## config.mk

```make
export PLATFORM = sky130hd
export DESIGN_NAME = iph_ctrl
export DESIGN_NICKNAME = d
export VERILOG_FILES = /design/src/design/iph_pkg.sv /design/src/design/iph_ctrl.sv
export SDC_FILE = /design/constraint.sdc
export NUM_CORES = 1
export LEC_CHECK = 0
export BUFFER_PORTS_ARGS = -buffer_cell sky130_fd_sc_hd__buf_2
export CAP_MARGIN = 20
export CELL_PAD_IN_SITES_DETAIL_PLACEMENT = 0
export CELL_PAD_IN_SITES_GLOBAL_PLACEMENT = 1
export CORE_AREA = 2 2 39 41
export CTS_CLUSTER_DIAMETER = 60
export DETAILED_ROUTE_END_ITERATION = 10
export DIE_AREA = 0 0 41 43
export GPL_ROUTABILITY_DRIVEN = 0
export PLACE_DENSITY = 0.63
export REMOVE_ABC_BUFFERS = 1
export SLEW_MARGIN = 20
export SYNTH_ARGS = -nofsm -noshare
export SYNTH_HDL_FRONTEND = slang
export SYNTH_SLANG_ARGS = --single-unit
```

## constraint.sdc

```tcl
create_clock -name clk -period 1 [get_ports clk]
set_input_delay 0.1 -clock clk [delete_from_list [all_inputs] [get_ports clk]]
set_output_delay 0.1 -clock clk [all_outputs]
set_load 0.005 [all_outputs]
```

## src/design/iph_pkg.sv

```systemverilog
// Shared types, constants and helper functions of the position hash core.
package iph_pkg;

	// Hash constants: golden ratio, seeds of the two halves, finalizer multipliers.
	localparam logic [63:0] GOLD_K  = 64'h9e3779b97f4a7c15;
	localparam logic [63:0] SEED_LO = 64'h243f6a8885a308d3;
	localparam logic [63:0] SEED_HI = 64'h13198a2e03707344;
	localparam logic [63:0] FIN_M1  = 64'hbf58476d1ce4e5b9;
	localparam logic [63:0] FIN_M2  = 64'h94d049bb133111eb;

	// Beat widths: input payload is 66 field bits padded to 9 bytes.
	localparam int IN_W   = 72;
	localparam int USER_W = 3;
	localparam int OUT_W  = 128;

	// Toggle kinds; the code doubles as the domain number.
	typedef enum logic [2:0] {
		ACT_CLEAR  = 3'd0,
		ACT_BSIZE  = 3'd1,
		ACT_STONE  = 3'd2,
		ACT_CAPT   = 3'd3,
		ACT_PLY    = 3'd4,
		ACT_OPEN   = 3'd5,
		ACT_LAST   = 3'd6,
		ACT_PLAYER = 3'd7
	} action_t;

	// Controller states.
	typedef enum logic [2:0] {
		ST_IDLE,
		ST_MUL1,
		ST_MIX1,
		ST_MUL2,
		ST_FIN,
		ST_EMIT
	} state_t;

	// Commands from the controller to the datapath.
	typedef struct packed {
		logic start;
		logic pp_en;
		logic mul_sel;
		logic mix_en;
		logic fin_en;
		logic load_out;
	} cmd_t;

	// Status from the datapath to the controller.
	typedef struct packed {
		logic skip;
	} status_t;

	// Domain number times the golden constant, modulo 2^64, as shifted adds.
	function automatic logic [63:0] gold_times(input logic [2:0] dom);
		logic [63:0] sum;
		sum = dom[0] ? GOLD_K : 64'd0;
		if (dom[1])
			sum = sum + {GOLD_K[62:0], 1'b0};
		if (dom[2])
			sum = sum + {GOLD_K[61:0], 2'b00};
		return sum;
	endfunction

endpackage

```

## src/design/iph_ctrl.sv

```systemverilog
// Controller: sequences accept, two multiply rounds, hash update and result beat.
module iph_ctrl (
	input  logic              clk,
	input  logic              arst_n,
	input  logic              in_valid,
	output logic              in_ready,
	output logic              out_valid,
	input  logic              out_ready,
	input  iph_pkg::status_t  status,
	output iph_pkg::cmd_t     cmd
);
	import iph_pkg::*;

	state_t state_q;
	state_t state_d;
	logic   out_valid_q;
	logic   out_free;

	// The output register can take a new beat when empty or being drained.
	assign out_free = !out_valid_q || out_ready;

	// Next state.
	always_comb begin
		state_d = state_q;
		case (state_q)
			ST_IDLE: begin
				if (in_valid) begin
					state_d = status.skip ? ST_EMIT : ST_MUL1;
				end
			end
			ST_MUL1: state_d = ST_MIX1;
			ST_MIX1: state_d = ST_MUL2;
			ST_MUL2: state_d = ST_FIN;
			ST_FIN:  state_d = ST_EMIT;
			ST_EMIT: begin
				if (out_free) begin
					state_d = ST_IDLE;
				end
			end
			default: state_d = ST_IDLE;
		endcase
	end

	// Commands to the datapath.
	always_comb begin
		cmd      = '0;
		in_ready = 1'b0;
		case (state_q)
			ST_IDLE: begin
				in_ready  = 1'b1;
				cmd.start = in_valid;
			end
			ST_MUL1: cmd.pp_en = 1'b1;
			ST_MIX1: cmd.mix_en = 1'b1;
			ST_MUL2: begin
				cmd.pp_en   = 1'b1;
				cmd.mul_sel = 1'b1;
			end
			ST_FIN:  cmd.fin_en = 1'b1;
			ST_EMIT: cmd.load_out = out_free;
			default: cmd = '0;
		endcase
	end

	// State and result-valid registers.
	always_ff @(posedge clk or negedge arst_n) begin
		if (!arst_n) begin
			state_q     <= ST_IDLE;
			out_valid_q <= 1'b0;
		end else begin
			state_q <= state_d;
			if (cmd.load_out) begin
				out_valid_q <= 1'b1;
			end else if (out_ready) begin
				out_valid_q <= 1'b0;
			end
		end
	end

	assign out_valid = out_valid_q;

endmodule

```

==> results.sh, run 1 <==
export IMPL_insertion_delay_ns=0.24
export IMPL_drt_iter0_drc=1
export IMPL_swShare_pct=36.7
export IMPL_clock_sinks=4
export IMPL_clockPowerShare_pct=14.5
export IMPL_die_h_um=43
export IMPL_fin_area_um2=444
export IMPL_drtPass1Iterations=5
export IMPL_synth_cells=27
export IMPL_r2r_slack_ns=-0.05
export IMPL_r2r_start="state_q[0]"
export IMPL_fin_nets=56
export IMPL_cp_max_fo=7
export IMPL_area_delta_synth_final_pct=68.2
export IMPL_ys_seq_elements=4
export IMPL_drive_gt1_share_pct=65.3
export IMPL_finClkSkew_ns=0.00411
export IMPL_syn_area_um2=264
export IMPL_vias_per_cell=4.31
export IMPL_power_switching_uw=506
export IMPL_maxSlewViolCount=0
export IMPL_fillers=148
export IMPL_ys_warnings_count=0
export IMPL_clockRootBuffer="clkbuf_4"
export IMPL_setup_viol=10
export IMPL_finalHoldViolations=0
export IMPL_dieArea_um2=1760
export IMPL_post_route_drc_count=0
export IMPL_place_ws_ns=-0.0600
export IMPL_crit_required_ns=0.90
export IMPL_fin_crit_sh_pct=123
export IMPL_tightest_slew_ns=0.265
export IMPL_dp_cells=55
export IMPL_r2r_end="state_q[0]"
export IMPL_r2r_cells=3
export IMPL_setup_ws_ns=-0.230
export IMPL_worstSetupEndpoint="cmd[0]"
export IMPL_grt_overflow=0
export IMPL_ys_seq_area_share_pct=37.9
export IMPL_place_area_um2=345
export IMPL_avgRoutedWirePerCell_um=10.2
export IMPL_slew_headroom_pct=82.0
export IMPL_fin_setup_tns_ns=-1.32
export IMPL_antenna_found_initial=0
export IMPL_cp_end_kind="primary output"
export IMPL_power_mw=1.38
export IMPL_seqPwrFrac_pct=28.3
export IMPL_final_cells=65
export IMPL_max_cap_violations=0
export IMPL_clk_path_buf_depth=2
export IMPL_max_freq_ghz=0.813
export IMPL_ys_types=18
export IMPL_grt_pass1_vias=239
export IMPL_grt_setup_unrepaired="yes"
export IMPL_io_buffers=12
export IMPL_grt_pass1_wl_um=1020
export IMPL_power_density_nw_per_um2=3110
export IMPL_p_comb_share_pct=57.2
export IMPL_final_cell_mix="buf_2, buf_4, inv_1, clkbuf_4, dfrtp_2"
export IMPL_min_path_type="in2reg"
export IMPL_setup_worst_path_start="state_q[1]"
export IMPL_vias=280
export IMPL_io_pins=13
export IMPL_p_int_uw=873
export IMPL_clkTransAtPathRegs_ns=0.04
export IMPL_ir_worst_vdd_mv=1.33
export IMPL_critPathLaunchType="flip-flop"
export IMPL_avgSynthCellArea_um2=9.78
export IMPL_total_leakage_power_nw=0.230
export IMPL_violations="negative setup slack"
export IMPL_grt_max_degree=8
export IMPL_worstPathArrival_ns=1.13
export IMPL_criticalPathCategory="reg2out"
export IMPL_status="finished with violations"
export IMPL_cts_tree="done"
export IMPL_rows=14
export IMPL_antenna_left=0
export IMPL_period_needed_ns=1.23
export IMPL_core_um2=1380
export IMPL_final_common_cell="buf_2"
export IMPL_drt_total_wl_um=661
export IMPL_cts_max_level=1
export IMPL_grt_util_all_layers_pct=9.38
export IMPL_initial_core_util_pct=19.1
export IMPL_diodes=0
export IMPL_numCtsBuffers=3
export IMPL_die_w_um=41
[repair_timing]
| item | 4_1_cts | 5_1_grt |
|---|---|---|
| hold buffers | 1 | 0 |
| cloned | 0 | 0 |
| gates resized for setup | 8 | 1 |
| endpoints found under the hold margin | 4 | 0 |
| setup endpoints to repair | 9 | 10 |
| setup buffers | 5 | 1 |
| pin swaps | 2 | 0 |
[critical path, cell delays in order (launching register included)]
cell and delay (ns):
dfrtp_2 0.44, nand3b_1 0.20, a21oi_1 0.12, buf_2 0.12
[power by group through the flow]
stage | registers, mW | clock network [mW] | logic [mW]
CTS | 0.392 | 0.211 | 0.721
floorplan | 0.396 | 0 | 0.252
global route | 0.405 | 0.233 | 0.871
detailed placement | 0.421 | 0 | 0.503
global placement | 0.416 | 0 | 0.506
finish | 0.390 | 0.200 | 0.789
[how the worst min path moves through the flow]
stage | startpoint | end | slack, ns | cells past startpoint
after floorplan | arst_n | out_valid | -0.20 | 0
after detailed placement | arst_n | state_q[1] | -0.09 | 1
after CTS | out_ready | out_valid | 0.09 | 2
after global routing | out_ready | out_valid | 0.10 | 2
final | out_ready | out_valid | 0.09 | 2
after global placement | arst_n | state_q[1] | -0.09 | 1
[synth_stat cells]
library cell,instances,area share [%]
nor3_2,1,3.8
buf_2,2,3.8
nor3_1,1,1.9
nor2b_1,1,2.4
nor3b_1,2,5.7
a221oi_2,1,5.7
inv_1,3,4.3
o21ai_0,1,1.9
o311ai_1,1,3.3
a21oi_1,2,3.8
and2_1,1,2.4
xnor2_1,1,3.3
nand4bb_1,1,4.3
nor2_1,1,1.4
nand3b_1,2,5.7
nand3b_2,1,4.3
dfrtp_1,4,38
buf_6,1,4.3
[logic make-up (layout without fill, tap and decap cells)]
kind of cell / count (synthesis) / count (layout) / share of synthesized area [%]
AND/OR/NAND/NOR: 11 / 11 / 31.7
XOR/XNOR: 1 / 1 / 3.32
buffers and inverters: 6 / 28 / 12.3
AO/OA/AOI/OAI: 5 / 5 / 14.7
flip-flops: 4 / 4 / 37.9
[flip-flops by register name, summed over array words and instances, names as in the netlist]
| signal | count |
|---|---|
| out_valid | 1 |
| state_q | 3 |
[metrics by stage]
step,utilization [%],hold WS [ns]
after floorplan,-,-0.196
after global placement,25.0,-0.0906
after detailed placement,25.0,-0.0898
after CTS,31.0,0.0886
after global routing,32.1,0.100
final,32.1,0.0913
[layout make-up]
cell class,instances,area (um^2),area share (%)
multi-input combinational,17,144,32.4
timing repair buffer,22,143,32.1
sequential,4,104,23.4
clock buffer,3,22.5,5.07
tap,16,20.0,4.51
inverter,3,11.3,2.54
[per-layer routing]
metal	share of wire, %	up-vias	GRT usage, %
met3	7.7	0	9.42
met1	47	133	11.4
met5	0	-	0
met2	46	10	11.6
li1	-	137	-
met4	0	0	2.00
Power figures use the tool's default switching activity.
==> run 2: changes to the inputs <==
--- a/config.mk
+++ b/config.mk
@@ -10,6 +10,7 @@
 export CELL_PAD_IN_SITES_DETAIL_PLACEMENT = 0
 export CELL_PAD_IN_SITES_GLOBAL_PLACEMENT = 1
 export CORE_AREA = 2 2 39 41
+export CTS_BUF_LIST = sky130_fd_sc_hd__clkbuf_16
 export CTS_CLUSTER_DIAMETER = 60
 export DETAILED_ROUTE_END_ITERATION = 10
 export DIE_AREA = 0 0 41 43
==> run 2 against run 1 <==
Against the previous run:
- via count is 1.1% higher
- sequential share of layout area shrank 3.8 points
- largest cell class unchanged
- clock power rose to 3.1 times the previous value
- fmax up 2.1%
- critical path type unchanged
- the flow still finishes with violations (negative setup slack)
- global-route usage grew 1.3 points
==> results.sh, run 2 (synthesis gave the netlist of run 1 again) <==
export IMPL_status="finished with violations"
export IMPL_die_w_um=41
export IMPL_max_cap_violations=0
export IMPL_seqPwrFrac_pct=21.1
export IMPL_drt_iter0_drc=2
export IMPL_largest_reg_flops=3
export IMPL_drtPass1Iterations=2
export IMPL_drt_total_wl_um=749
export IMPL_cp_max_fo=7
export IMPL_diodes=0
export IMPL_critPathSlowestCell="dfrtp_2"
export IMPL_grt_setup_unrepaired="yes"
export IMPL_violations="negative setup slack"
export IMPL_clkTransAtPathRegs_ns=0.03
export IMPL_setup_viol=10
export IMPL_io_buffers=12
export IMPL_largest_register="state_q"
export IMPL_drive_gt1_share_pct=68.0
export IMPL_fillers=138
export IMPL_critPathLaunchType="flip-flop"
export IMPL_rows=14
export IMPL_min_path_type="in2reg"
export IMPL_grt_max_degree=8
export IMPL_avgRoutedWirePerCell_um=11.3
export IMPL_power_switching_uw=598
export IMPL_clk_path_buf_depth=2
export IMPL_die_h_um=43
export IMPL_grt_util_all_layers_pct=10.7
export IMPL_path_cells="nand3b_1 -> a21oi_1 -> buf_2"
export IMPL_criticalPathCategory="reg2out"
export IMPL_core_um2=1380
export IMPL_finalHoldViolations=0
export IMPL_dieArea_um2=1760
export IMPL_slowest_delay_ns=0.44
export IMPL_grt_pass1_wl_um=1120
export IMPL_period_needed_ns=1.20
export IMPL_post_route_drc_count=0
export IMPL_final_cell_mix="buf_2, buf_4, buf_6"
export IMPL_cts_max_level=1
export IMPL_antenna_left=0
export IMPL_worstPathArrival_ns=1.10
export IMPL_setup_ws_ns=-0.205
export IMPL_crit_required_ns=0.90
export IMPL_total_leakage_power_nw=0.283
export IMPL_multiInputGateArea_um2=160
export IMPL_finClkSkew_ns=0.00472
export IMPL_vias_per_cell=4.29
export IMPL_cp_end_kind="primary output"
export IMPL_initial_core_util_pct=19.1
export IMPL_final_common_cell="buf_2"
export IMPL_fin_crit_sh_pct=120
export IMPL_ir_worst_vdd_mv=1.78
export IMPL_clockPowerShare_pct=32.1
export IMPL_insertion_delay_ns=0.22
export IMPL_io_pins=13
export IMPL_met3WireLength_um=44
export IMPL_fin_nets=57
export IMPL_antenna_found_initial=0
export IMPL_numCtsBuffers=3
export IMPL_maxSlewViolCount=0
export IMPL_power_density_nw_per_um2=3630
export IMPL_max_freq_ghz=0.830
export IMPL_clock_sinks=4
export IMPL_vias=283
export IMPL_slew_headroom_pct=81.4
export IMPL_swShare_pct=31.0
export IMPL_fin_setup_tns_ns=-1.33
export IMPL_p_int_mw=1.33
export IMPL_power_mw=1.93
export IMPL_p_comb_share_pct=46.8
export IMPL_m1WireLength_um=341
export IMPL_met2_length_um=362
export IMPL_grt_overflow=0
export IMPL_seq_area_um2=104
export IMPL_area_delta_synth_final_pct=101
export IMPL_dr_max_layer_used="met3"
export IMPL_tightest_slew_ns=0.275
export IMPL_grt_pass1_vias=254
export IMPL_clockRootBuffer="clkbuf_16"
export IMPL_cts_tree="done"
run 2: layout make-up:
class / instances / share of cell area [%]
Multi-Input combinational cell: 17 / 30.2
Tap cell: 16 / 3.77
Inverter: 3 / 2.12
Timing Repair Buffer: 23 / 30.2
Sequential cell: 4 / 19.6
Clock buffer: 3 / 14.2
run 2: final timing paths:
path / from / to / slack (ns) / cells past startpoint
max: state_q[1] / cmd[0] / -0.20 / 3
min: out_ready / out_valid / 0.13 / 2
max reg2reg: state_q[1] / state_q[1] / -0.13 / 5
min reg2reg: out_valid / state_q[0] / 0.63 / 2
max in group asynchronous: arst_n / state_q[0] / 0.65 / 2
min in group asynchronous: arst_n / state_q[2] / 0.21 / 2
run 2: per-stage QoR:
step / setup slack, ns / std cells / cell area [um^2] / hold WS (ns) / utilization [%]
2_1_floorplan: 0.0612 / 24 / 243 / -0.196 / -
3_3_place_gp: -0.0643 / 55 / 345 / -0.0906 / 25.0
3_5_place_dp: -0.0600 / 55 / 345 / -0.0898 / 25.0
4_1_cts: -0.219 / 64 / 489 / 0.126 / 35.4
5_1_grt: -0.267 / 66 / 531 / 0.151 / 38.3
6_report: -0.205 / 66 / 531 / 0.128 / 38.3
run 2: power by group through the flow:
stage          sequential, mW  combinational, mW  clock (mW)
5_1_grt                 0.418              0.979       0.650
3_5_place_dp            0.421              0.503           0
2_1_floorplan           0.396              0.252           0
6_report                0.407              0.902       0.620
4_1_cts                 0.394              0.759       0.631
3_3_place_gp            0.416              0.506           0
run 2: worst max-delay path: cells and delay by family (launching register included):
family	cells	cell delay, ns
compound gates	1	0.12
buf+inv	1	0.12
flops	1	0.44
simple gates	1	0.19
run 2: metal layers:
metal / track usage [%] / vias to the layer above
met5: 0 / -
met4: 6.00 / 0
met1: 10.4 / 131
met2: 14.7 / 10
met3: 9.42 / 0
li1: - / 142
run 2: repair_timing:
item / CTS / global route
gates cloned: 0 / 0
setup endpoints to repair: 9 / 10
hold buffers: 1 / 0
setup buffers: 5 / 2
pin swaps: 3 / 0
gates resized for setup: 9 / 5
endpoints found under the hold margin: 4 / 0
